$ cat src/rat_pkg.sv
// rational accumulator shared types and codes
// no dependencies
`timescale 1ns / 1ps
package rat_pkg;
    typedef enum logic [2:0] {
        OP_LOAD = 3'd0, OP_ADD = 3'd1, OP_SUB = 3'd2,
        OP_MUL = 3'd3, OP_DIV = 3'd4, OP_CMP = 3'd5
    } t_opcode;
    localparam logic [1:0] ERR_OK = 2'd0;
    localparam logic [1:0] ERR_DIV_ZERO = 2'd1;
    localparam logic [1:0] ERR_BAD_DEN = 2'd2;
    localparam logic [1:0] ERR_OVERFLOW = 2'd3;
    // controller to datapath commands
    typedef struct packed {
        logic load_in;    // latch operand, compute cross products
        logic sum_step;   // form numerator/denominator candidates
        logic gcd_init;   // start euclid
        logic gcd_step;   // one restoring-divide bit step
        logic div_init;   // start exact divisions by gcd
        logic div_step;
        logic finish;     // check range, commit, form result
    } t_cmd;
    // datapath to controller status
    typedef struct packed {
        logic gcd_done;
        logic div_done;
        logic bitcnt_last;
    } t_stat;
endpackage

$ cat src/rat_ctrl.sv
// rational accumulator controller state machine
// depends on rat_pkg
`timescale 1ns / 1ps
module rat_ctrl (
    input  logic           i_clk,
    input  logic           i_rst_n,
    input  logic           i_valid,
    output logic           o_stall,
    output logic           o_valid,
    input  logic           i_stall,
    input  logic [2:0]     i_opcode,
    output rat_pkg::t_cmd  o_cmd,
    input  rat_pkg::t_stat i_stat
);
    typedef enum logic [2:0] {
        S_IDLE, S_SUM, S_GINIT, S_GCD, S_DINIT, S_DIV, S_FIN, S_OUT
    } t_state;
    t_state r_state;
    logic   r_valid;
    logic   r_fast;

    assign o_stall = (r_state != S_IDLE) || (r_valid && i_stall);
    assign o_valid = r_valid;

    always_comb begin
        o_cmd = '0;
        o_cmd.load_in  = (r_state == S_IDLE) && i_valid && !o_stall;
        o_cmd.sum_step = (r_state == S_SUM);
        o_cmd.gcd_init = (r_state == S_GINIT);
        o_cmd.gcd_step = (r_state == S_GCD) && !i_stat.gcd_done;
        o_cmd.div_init = (r_state == S_DINIT);
        o_cmd.div_step = (r_state == S_DIV);
        o_cmd.finish   = (r_state == S_FIN);
    end

    // state and output valid
    always_ff @(posedge i_clk) begin
        if (!i_rst_n) begin
            r_state <= S_IDLE;
            r_valid <= 1'b0;
            r_fast  <= 1'b0;
        end else begin
            if (r_valid && !i_stall) r_valid <= 1'b0;
            case (r_state)
                S_IDLE: if (o_cmd.load_in) begin
                    r_state <= S_SUM;
                    r_fast  <= i_opcode > rat_pkg::OP_DIV;
                end
                S_SUM:   r_state <= r_fast ? S_FIN : S_GINIT;
                S_GINIT: r_state <= S_GCD;
                S_GCD:   if (i_stat.gcd_done) r_state <= S_DINIT;
                S_DINIT: r_state <= S_DIV;
                S_DIV:   if (i_stat.div_done && i_stat.bitcnt_last) r_state <= S_FIN;
                S_FIN: begin
                    r_state <= S_OUT;
                    r_valid <= 1'b1;
                end
                S_OUT:   r_state <= S_IDLE;
                default: r_state <= S_IDLE;
            endcase
        end
    end
endmodule

$ cat config.mk
export PLATFORM = sky130hd
export DESIGN_NAME = rat_ctrl
export DESIGN_NICKNAME = d
export VERILOG_FILES = /design/src/rat_pkg.sv /design/src/rat_ctrl.sv
export SDC_FILE = /design/constraint.sdc
export NUM_CORES = 1
export LEC_CHECK = 0
export ABC_AREA = 1
export BUFFER_PORTS_ARGS = -buffer_cell sky130_fd_sc_hd__buf_4
export CAP_MARGIN = 30
export CORE_AREA = 2 2 39 41
export CTS_BUF_LIST = sky130_fd_sc_hd__clkbuf_8
export CTS_CLUSTER_SIZE = 25
export DETAILED_ROUTE_END_ITERATION = 12
export DIE_AREA = 0 0 41 43
export SKIP_LAST_GASP = 1
export SLEW_MARGIN = 20
export SYNTH_ARGS = -nofsm -noshare
export SYNTH_HDL_FRONTEND = slang
export SYNTH_SLANG_ARGS = --single-unit
$ cat constraint.sdc
create_clock -name i_clk -period 1.6 [get_ports i_clk]
set_clock_uncertainty 0.05 [all_clocks]
set_input_delay 0.16 -clock i_clk [delete_from_list [all_inputs] [get_ports i_clk]]
set_output_delay 0.16 -clock i_clk [all_outputs]
set_load 0.005 [all_outputs]
==> results of run 1 <==
[power breakdown]
part / leakage [nW] / total [mW] / internal, mW / switching (mW)
Sequential: 0.0411 / 0.218 / 0.169 / 0.0484
Combinational: 0.339 / 0.644 / 0.298 / 0.346
Clock: 0.0269 / 0.229 / 0.165 / 0.0646
[logic make-up (layout without fill, tap and decap cells)]
logic type      Yosys count  count (layout)  synth area share (%)
fa+ha+maj                 4               4                  11.4
simple gates             38              38                  41.6
compound gates            6               6                  8.55
buf+inv                  18              41                  15.7
flops                     5               5                  22.8
[cells in the final DEF (no fill, tap or decap), drive strengths merged]
cell / n
a21oi: 3
buf: 19
clkbuf: 3
clkinv: 1
dfxtp: 5
ha: 4
inv: 18
nand2: 24
nand3: 2
nor2: 12
o21ai: 3
[worst min-delay path, delay by kind of cell]
kind                   cells  cell delay (ns)
AND/OR/NAND/NOR            2             0.11
buffers and inverters      1             0.09
[metrics by stage]
| stage | utilization (%) | power [mW] |
|---|---|---|
| detailed placement | 42.9 | 0.838 |
| global route | 46.9 | 1.21 |
| CTS | 46.2 | 1.08 |
| finish | 46.9 | 1.09 |
| global placement | 42.9 | 0.845 |
| floorplan | - | 0.635 |
[flip-flops by register name, indices dropped and copies added, names as in the netlist]
register,flops
r_fast,1
o_valid,1
r_state,3
[routing by layer]
| layer | up-vias | GRT usage (%) |
|---|---|---|
| met5 | - | 0 |
| met4 | 0 | 2.00 |
| met3 | 0 | 6.28 |
| met2 | 11 | 21.6 |
| met1 | 180 | 13.2 |
| li1 | 250 | - |
[worst max-delay path by stage]
| stage | start | slack (ns) | endpoint | cells past startpoint |
|---|---|---|---|---|
| after floorplan | r_state[1]$_SDFFE_PN0P_ | 0.31 | r_state[0]$_SDFFE_PN0P_ | 10 |
| after global placement | r_state[0]$_SDFFE_PN0P_ | 0.22 | r_fast$_SDFFE_PN0P_ | 9 |
| after detailed placement | r_state[1]$_SDFFE_PN0P_ | 0.25 | r_state[0]$_SDFFE_PN0P_ | 10 |
| after CTS | r_state[0]$_SDFFE_PN0P_ | 0.02 | o_cmd[6] | 7 |
| after global routing | r_state[0]$_SDFFE_PN0P_ | -0.003 | o_cmd[6] | 7 |
| final | r_state[0]$_SDFFE_PN0P_ | 0.08 | o_cmd[6] | 7 |
[what timing repair did]
| action | 4_1_cts | 5_1_grt |
|---|---|---|
| gates resized for setup | 0 | 2 |
| buffers inserted | 0 | 1 |
| setup endpoints to repair | 0 | 1 |
[final cells by class]
type | instances | area, µm²
clock buffer | 3 | 41.3
clock inverter | 1 | 3.75
fill | 151 | 734
inverter | 18 | 68.8
multi-input combinational | 48 | 273
sequential | 5 | 100
tap | 16 | 20.0
timing repair buffer | 19 | 143
==> summary by stage, run 1 <==
Global routing
The number of antenna violations at the first check in global routing is 0. For this run the aggregate overflow at the end of global routing stands at 0. The aggregate global-route resource usage is 12.6%. The first global-routing pass estimated 1.50 mm of wire.

Entering global routing, the biggest net connects 7 pins. The number of global-route vias before repair is 411.

Route
The DRC violation total after the first TritonRoute iteration is 0. Wire segments on met2 add up to 460 µm in the final route. Dividing the detail-routed wire length by the instance count gives 8.55 µm. The count of nets left with antenna violations after detail routing is 0. In the detailed route, the total length drawn on met3 is 70 µm. The total routed wire length on the met1 layer is 411 µm.

Routed signal wires occupy layers up through met3. The number of optimization iterations in the first detailed-route pass is 1. The number of DRC violations after detailed routing is 0. Dividing the detail-routed via count by the number of cells gives 4.01. For this block, the routed nets add up to 941 µm of wire. The final route contains 441 vias.

Logic synthesis
The number of warning messages in the yosys log is 0. The most frequent cell after synthesis is nand2_1. The most used flip-flop cell after synthesis is dfxtp_1. The share of the Yosys chip area taken by registers is 22.8%. The share of the synthesized area in the top cell type is 22.8%. The async set-or-reset flop fraction in the synthesized netlist is 0%. The number of synthesized flops with an enable pin is 0. The count of unique library cells instantiated by Yosys is 16.

The post-synth design cell area is 439 µm². The average footprint of a synthesized cell is 6.19 µm². Synthesis handed over a netlist of 71 instances. In this run, synthesis produced a sequential element count of 5.

The synthesized net count is 85. The synthesized design spends more area on one cell type than any other, namely dfxtp_1. After synthesis, the cell types taking the most area are dfxtp_1, nand2_1, inv_1.

Ranked by instance count, the synthesized netlist is headed by nand2_1, inv_1, nor2_1.

Min path
The worst hold path terminates at r_state[0]$_SDFFE_PN0P_. The worst hold path begins at i_rst_n. The worst hold path was traced through 3 stages. The worst hold path belongs to the class in2reg.

Timing
For the pin with the worst max-slew slack, the measured transition is 0.264 ns. The setup-violating endpoint count in the final report is 0. Timing would allow up to 660 MHz. After routing, the total negative slack on setup checks comes to 0 ns. The final worst hold slack is 0.129 ns. The final hold violation count was 0. Setup slack on the critical path of the routed design comes to 0.0840 ns.

The period utilization is 94.8%. The worst path in the final design needs a cycle of 1.52 ns, including I/O delays and setup. The max-slew violation count is 0.

The relative slew slack is 82.3%.

Flow run
The tool flagged a number of max-cap violations equal to 0.

Clock network
The clock tree from TritonCTS is yes. The buffer type at the clock tree root is clkbuf_8. Clock tree synthesis inserted a total of 3 buffers.

The number of hold buffers added after CTS was 0. The number of sinks on the clock net is 5. Clock latency on the worst-skew pair, taken at its later pin, is 0.22 ns. After clock tree synthesis, the clock-pin slew on the worst setup and hold paths is 0.03 ns. Counting along the longest clock path gives a buffer depth of 2. The H-tree depth is 1.

Worst setup path
The type of the setup path with the least slack is reg2out. In this design, the critical path's most frequently occurring cell is nor2_2. The worst setup path is captured at an output pin.

The cell family contributing the most delay on the critical path is flip-flops. The depth of the worst register-to-register path is 9. The maximum net fanout on the critical path is 3. The buffer and inverter count on the worst path is 3. In this design, the stage delay of the slowest critical-path cell is 0.33 ns. In this run the critical register-to-register path is captured at r_fast$_SDFFE_PN0P_. Data on the critical path arrives at its endpoint at 1.31 ns. The worst setup path is launched from a flop. The beginning of the worst register-to-register path is r_state[0]$_SDFFE_PN0P_. The cell at the slowest stage of the critical path is dfxtp_1.

Data on the critical path is required at its endpoint by 1.39 ns. In this run the register-to-register setup slack is 0.17 ns. Walking the worst path, the cells encountered are inv_2 -> ha_1 -> inv_1 -> nor2_2 -> nand2_1 -> nor2_2 -> buf_4.

Place
Summed over all nets, the half-perimeter wirelength after detailed placement is 802 µm. During placement, the flow inserted port buffers numbering 18. In this run the cell area measured after placement is 594 µm². The number of placed instances, taps included, is 105. Before CTS, the worst setup slack after placement is 0.246 ns. The congestion estimate from routability-driven global placement came to 0.730.

Power
VDD sags by at most 0.828 mV. In this run the static leakage power is 0.407 nW. In this run the power density over the cells is 1680 nW/µm².

Floorplanning
From bottom edge to top edge, the die measures 43 µm. From left edge to right edge, the die measures 41 µm. In this run the core area contains 14 standard-cell rows. The initial cell density of the core is 31.7%. In this run the count of I/O pins placed on the die edge is 19. The floorplan step defined a die boundary enclosing 1760 µm². The total core area is 1380 µm².

Finish
The total inserted antenna cells is 0. With fillers left out, the area of the finished cells amounts to 649 µm². The number of cells in the finished layout apart from fillers is 110.

The layout overhead on the synthesized area is 47.9%. In the final layout, the share of cells above drive strength 1 is 39.4%. The number of nets in the finished design is 109.

Outcome
The flow ran to the end, and the final reports show no timing, DRC or antenna violations.
Note: power is estimated with default switching activity, not from simulation.
==> run 2, diff against run 1 <==
==> constraint.sdc (replaced) <==
create_clock -name i_clk -period 1.6 [get_ports i_clk]
set_clock_uncertainty 0.05 [all_clocks]
set_input_delay 0.48 -clock i_clk [delete_from_list [all_inputs] [get_ports i_clk]]
set_output_delay 0.48 -clock i_clk [all_outputs]
set_load 0.005 [all_outputs]
==> run 2 against run 1 <==
Net effect:
- largest cell class unchanged
- clock power is essentially flat
- the run now ends with setup timing left
- critical endpoint is now o_cmd[2]
- sequential share of layout area shrank 1.1 points
- hold slack better by 0.32 ns
==> summary by stage, run 2 (same netlist as run 1, synthesis figures left out) <==
Finish
The number of cells in the finished layout apart from fillers is 117. Compared with the post-synthesis result, the final layout area differs by 65.2%. The register with the most flip-flops in the layout has 3 of them.

The most common library cell in the layout ignoring fill and taps is buf_4. The library cells used most frequently in the layout, excluding fill and tap cells, are buf_4, nand2_1, inv_1, nor2_1, inv_2. The final design utilization is 52.4%. Counting flops per register, the top entry is r_state. With fillers left out, the area of the finished cells amounts to 726 µm².

The number of filler instances in the final layout is 148. The fraction of layout instances using a drive strength above 1 is 51.5%. The repair_antennas step left the layout with diodes totalling 0. After the last flow step, the layout net total stands at 116.

Route
Dividing the detail-routed via count by the number of cells gives 4.19. Summed over all layers, the routed wires come to 1.07 mm. The DRC violation total after the first TritonRoute iteration is 11.

The number of optimization iterations in the first detailed-route pass is 3. The average detailed-routed wire length per instance is 9.13 µm. The via count of the routed design is 490. The detail route stage leaves a number of antenna-violating nets equal to 0. The number of DRC violations after detailed routing is 0.

Global routing
The number of antenna violations at the first check in global routing is 0. Entering global routing, the biggest net connects 7 pins. The aggregate global routing overflow is 0. The wire length of the first global-routing pass is 1.63 mm. The number of global-route vias before repair was 446. The aggregate global-route resource usage is 14.6%.

Timing
Setup total negative slack on the finished layout was measured at -0.573 ns. The relative slew slack is 85.5%. Of the available clock period, the critical path in the final layout requires 107%. Once routing completed, OpenROAD measured the worst setup slack at -0.115 ns. At the pin with the least slew margin, the transition time is 0.216 ns. The setup-violating endpoint count in the final report is 7. The final hold violation count is 0. For the finished layout, the period the worst path requires is 1.72 ns. Setup repair after global routing could not meet its margin everywhere.

The maximum clock frequency is 583 MHz. The max-slew violation count is 0. The final worst hold slack is 0.449 ns.

Place
The post-placement cell area is 609 µm². Timing analysis after detailed placement gives a worst setup slack of 0.0130 ns. The HPWL after detailed placement is 776 µm.

The number of input and output port buffers inserted is 18. The number of cells in the design after placement is 107. The weighted congestion at the end of routability-driven global placement is 0.750.

Worst setup path
The kind of start point of the critical path is a flop. STA puts the critical path data required time at 1.07 ns. The critical path goes through inv_2 -> ha_4 -> buf_4 -> nand2_1 -> inv_2 -> buf_4. The largest single stage delay on the critical path is 0.34 ns. The buffer and inverter count on the worst path is 4.

The worst setup path is captured at an output pin. The maximum net fanout on the critical path is 3. The type of the setup path with the least slack is reg2out. The cell family contributing the most delay on the critical path is buffers and inverters.

The cell at the slowest stage of the critical path is dfxtp_2. The data arrival at the endpoint of the critical path is 1.19 ns.

Floorplanning
The floorplan step defined a die boundary enclosing 1760 µm². The total core area is 1380 µm². Once the floorplan was initialized, standard cells occupied 31.7% of the core. The die boundary width is 41 µm. Row generation in the floorplan step produced 14 rows. Pin placement for this block handled 19 I/O pins.

Measured along the y axis, the die boundary spans 43 µm.

Clock network
The H-tree depth is 1. The clock transition at the registers of the reported paths is 0.03 ns. The tree built by TritonCTS fans out to 5 sinks. Counting the buffers created by CTS gives 3. Counting along the longest clock path gives a buffer depth of 2. TritonCTS built the clock tree. CTS placed an instance of clkbuf_8 at the clock tree root. The clock insertion delay at the later pin of the skew report is 0.22 ns.

Outcome
The run finished, with violations left. The final reports fail on setup timing.

Power
The total power divided by cell area is 1730 nW/µm². The leakage dissipation is 0.438 nW. Overall power consumption after layout is estimated at 1.26 mW.

The peak supply drop is 0.928 mV.

Min path
The type of the most critical hold path is in2reg.

Flow run
The number of violations of the max-capacitance limit is 0.
==> run 2: changes by cell type in the layout (fill, tap and decap cells not counted), sizes merged <==
cell,before,now
buf,19,26
==> run 2: report_power, final <==
group | leakage [nW] | total [mW] | internal [mW] | switching (mW)
clock | 0.0269 | 0.228 | 0.164 | 0.0632
combinational | 0.369 | 0.806 | 0.401 | 0.406
sequential | 0.0421 | 0.223 | 0.177 | 0.0458
total | 0.438 | 1.26 | 0.742 | 0.515
==> run 2: worst min-delay path, delay by kind of cell <==
family                 cells  cell delay [ns]
and+or+nand+nor            2             0.12
buffers and inverters      1             0.09
==> run 2: routing by layer <==
| layer | part of all wire (%) | GRT usage (%) |
|---|---|---|
| met1 | 40 | 14.2 |
| met3 | 6.7 | 9.42 |
| met5 | 0 | 0 |
| met2 | 53 | 21.9 |
| met4 | 0.75 | 8.67 |
==> run 2: final cells by class <==
class                   instances  area, µm²  area share (%)
multi-input cells              48        293            40.3
repair buffers                 26        195            26.9
flip-flops and latches          5        104            14.3
inverters                      18       68.8            9.48
clock buffers                   3       41.3            5.69
well taps                      16       20.0            2.76
clock inverters                 1       3.75           0.517
==> run 2: final timing paths <==
check,to,start,cells after the start,slack [ns]
hold reg to reg,r_fast$_SDFFE_PN0P_,r_fast$_SDFFE_PN0P_,2,0.48
setup / recovery,o_cmd[2],r_state[0]$_SDFFE_PN0P_,6,-0.12
setup reg to reg,r_fast$_SDFFE_PN0P_,r_state[0]$_SDFFE_PN0P_,10,0.24
hold / removal,r_state[1]$_SDFFE_PN0P_,i_rst_n,3,0.45
==> run 2: what timing repair did <==
action                                  4_1_cts  5_1_grt
buffers inserted                              4        2
endpoints found under the setup margin        8        8
pin swaps                                     4        4
resized for setup                             8        4
hold buffers                                  0        0
==> run 3, diff against run 2 <==
--- a/config.mk
+++ b/config.mk
@@ -8,11 +8,14 @@
 export ABC_AREA = 1
 export BUFFER_PORTS_ARGS = -buffer_cell sky130_fd_sc_hd__buf_4
 export CAP_MARGIN = 30
-export CORE_AREA = 2 2 39 41
+export CELL_PAD_IN_SITES_DETAIL_PLACEMENT = 1
+export CELL_PAD_IN_SITES_GLOBAL_PLACEMENT = 1
+export CORE_MARGIN = 2
+export CORE_UTILIZATION = 28
 export CTS_BUF_LIST = sky130_fd_sc_hd__clkbuf_8
 export CTS_CLUSTER_SIZE = 25
 export DETAILED_ROUTE_END_ITERATION = 12
-export DIE_AREA = 0 0 41 43
+export PLACE_DENSITY_LB_ADDON = 0.1
 export SKIP_LAST_GASP = 1
 export SLEW_MARGIN = 20
 export SYNTH_ARGS = -nofsm -noshare
==> constraint.sdc (replaced) <==
create_clock -name i_clk -period 1.5 [get_ports i_clk]
set_clock_uncertainty 0.05 [all_clocks]
set_input_delay 0.3 -clock i_clk [delete_from_list [all_inputs] [get_ports i_clk]]
set_output_delay 0.3 -clock i_clk [all_outputs]
set_load 0.005 [all_outputs]
==> run 3 against run 2 <==
Net effect:
- the run still ends with setup timing left
- sequential power is 9.9% higher
- global-route usage rose by 2.7 points
- count of clock-buffer cells in the layout is the same
- critical path depth unchanged
- total power up 17%
- worst setup slack gained 0.10 ns
- wire length up 23%
- hold slack worse by 0.18 ns
- sequential share of layout area is 0.81 points lower
- register-to-register slack worse by 0.21 ns
- flip-flop and latch count stayed put
- non-clock buffer count rose by 2
- critical path type unchanged
- critical endpoint unchanged
- largest power group unchanged
- highest routed layer unchanged
==> summary by stage, run 3 (same netlist as run 1, synthesis figures left out) <==
Outcome
The run finished, with violations left. The checks that failed: setup timing.

Floorplanning
From bottom edge to top edge, the die measures 43.6 µm. The number of placed I/O pins is 19. Once the floorplan was initialized, standard cells occupied 29.5% of the core. The standard-cell row count is 14. The floorplan step defined a die boundary enclosing 1900 µm². The die boundary width is 43.6 µm. In this run the standard cell core region covers 1490 µm².

Route
The DRC violation total after the first TritonRoute iteration is 2. The via count of the routed design is 520. After detailed routing, the average wire length per cell comes to 11.0 µm. In the routed design, unresolved DRC markers number 0.

The number of vias per cell is 4.37. The routed design has 1.31 mm of wire. For this run, the detailed router's first-pass iteration total came to 2. The count of nets left with antenna violations after detail routing is 0.

Clock network
The clock tree from TritonCTS is yes. The maximum root-to-sink buffer count is 2. CTS placed an instance of clkbuf_8 at the clock tree root. The H-tree depth is 1. The clock reaches the later pin of the worst-skew pair after 0.23 ns. The clock transition at the registers of the reported paths is 0.03 ns. TritonCTS created 3 clock buffers.

The clock drives 5 sinks.

Global routing
The number of antenna violations at the first check in global routing is 0. Entering global routing, the biggest net connects 7 pins. The aggregate global-route resource usage is 17.3%.

The first global-routing pass estimated 2.22 mm of wire. For this run the aggregate overflow at the end of global routing stands at 0. The number of global-route vias before repair came to 524.

Finish
In the final layout, flip-flops and latches occupy 105 µm². In the layout the commonest cells are buf_4, nand2_1, inv_1, nor2_1, inv_2. Summing all multi-input logic gate instances after layout gives 323 µm². Fill cells in the final layout number 197.

The library cell used most frequently in the layout, excluding fill and tap cells, is buf_4. The layout overhead on the synthesized area is 77.2%. The post-route netlist has 54.4% of its cells at a drive strength greater than 1. The largest register by flop count is r_state. At the end of the flow, the number of nets in the layout was 118. The total inserted antenna cells is 0. The register with the most flip-flops in the layout has 3 of them.

Power
The switching portion of total power is 41.7%. The analysis attributes to net switching a power of 0.615 mW. Cell internal power was estimated by the tool at 0.861 mW.

The leakage dissipation is 0.449 nW. The sequential share of power is 16.6%. VDD sags by at most 1.04 mV. The total power divided by cell area is 1900 nW/µm².

The clock network accounts for 16.8% of the total power. Combinational cells account for 66.6% of the total power.

Worst setup path
The cell family contributing the most delay on the critical path is flip-flops. The cell with the most instances on the worst path is buf_4. The slowest stage of the critical path is the dfxtp_4 cell. The type of destination of the critical path is an output pin. Of all nets on the critical path, the largest fanout is 3. At the worst endpoint, the required time is 1.15 ns. Walking the worst path, the cells encountered are inv_4 -> ha_4 -> buf_4 -> nand2_1 -> inv_2 -> buf_4. The data arrival at the endpoint of the critical path is 1.16 ns. The type of the setup path with the least slack is reg2out. The buffer and inverter count on the worst path is 4. The delay of the slowest cell on the worst path is 0.35 ns. The kind of start point of the critical path is a flop.

Timing
The worst path uses 101% of the clock period. Across all setup checks in the final design, the least slack found is -0.0126 ns. Setup violations remaining at the end of the flow were counted as 2. Setup repair after global routing could not meet its margin everywhere. Derived from the worst setup path, the maximum achievable clock frequency is 661 MHz.

The final total negative setup slack is -0.0220 ns. The final hold violation count came to 0. The worst path in the final design needs a cycle of 1.51 ns, including I/O delays and setup. The actual transition at the worst max-transition pin is 0.330 ns.

The max-slew violation count came to 0. On the final layout, the worst hold slack is 0.268 ns. The relative slew slack is 78.0%.

Min path
The worst hold path belongs to the class in2reg.

Place
During placement, the flow inserted port buffers numbering 18. The congestion estimate from routability-driven global placement came to 0.708. The wire-length estimate of the detail-placed layout is 988 µm.

Flow run
Across the run, the number of max-cap violations was 0.
-- run 3: final cells by class --
cell class | instances | area share [%]
flip-flops and latches | 5 | 13.5
multi-input cells | 48 | 41.5
well taps | 16 | 2.57
inverters | 18 | 9.16
clock buffers | 3 | 5.31
clock inverters | 1 | 0.482
repair buffers | 28 | 27.5
-- run 3: what timing repair did --
item	in CTS	in global routing
pin swaps	3	2
hold buffers	0	0
setup endpoints to repair	7	8
setup buffers	8	2
gates resized for setup	8	13
-- run 3: power groups by stage --
stage	Combinational, mW	Sequential [mW]	Clock, mW
finish	0.984	0.245	0.248
CTS	0.874	0.231	0.258
floorplan	0.460	0.217	0
global placement	0.679	0.229	0
global route	1.12	0.252	0.266
detailed placement	0.691	0.230	0
-- run 3: final timing paths --
path / slack, ns / cells past startpoint / endpoint / startpoint
min reg2reg: 0.49 / 2 / r_fast$_SDFFE_PN0P_ / r_fast$_SDFFE_PN0P_
max reg2reg: 0.03 / 11 / r_fast$_SDFFE_PN0P_ / r_state[0]$_SDFFE_PN0P_
min: 0.27 / 3 / r_state[0]$_SDFFE_PN0P_ / i_rst_n
max: -0.01 / 6 / o_cmd[2] / r_state[0]$_SDFFE_PN0P_
-- run 3: layer usage --
| metal | up-vias | share of wire, % | routed length (µm) | track usage (%) |
|---|---|---|---|---|
| li1 | 271 | - | - | - |
| met1 | 234 | 40 | 521 | 18.1 |
| met2 | 10 | 52 | 678 | 27.4 |
| met3 | 5 | 5.0 | 66 | 6.25 |
| met4 | 0 | 3.6 | 47 | 14.5 |
| met5 | - | 0 | 0 | 0 |
-- run 3: stage by stage --
stage                     utilization (%)  instances  instance area, µm²  worst slack (ns)  power [mW]
after floorplan                         -         71                 439             0.213       0.677
after global placement               39.9        105                 594            0.0908       0.908
after detailed placement             39.9        105                 594            0.0283       0.921
after CTS                            48.2        117                 717           -0.0791        1.36
after global routing                 52.3        119                 778           -0.0802        1.64
final                                52.3        119                 778           -0.0126        1.48
-- run 3: tightest hold or removal path, cell delays in order --
cell	delay, ns
buf_4	0.12
nand2_1	0.06
nor2_1	0.03
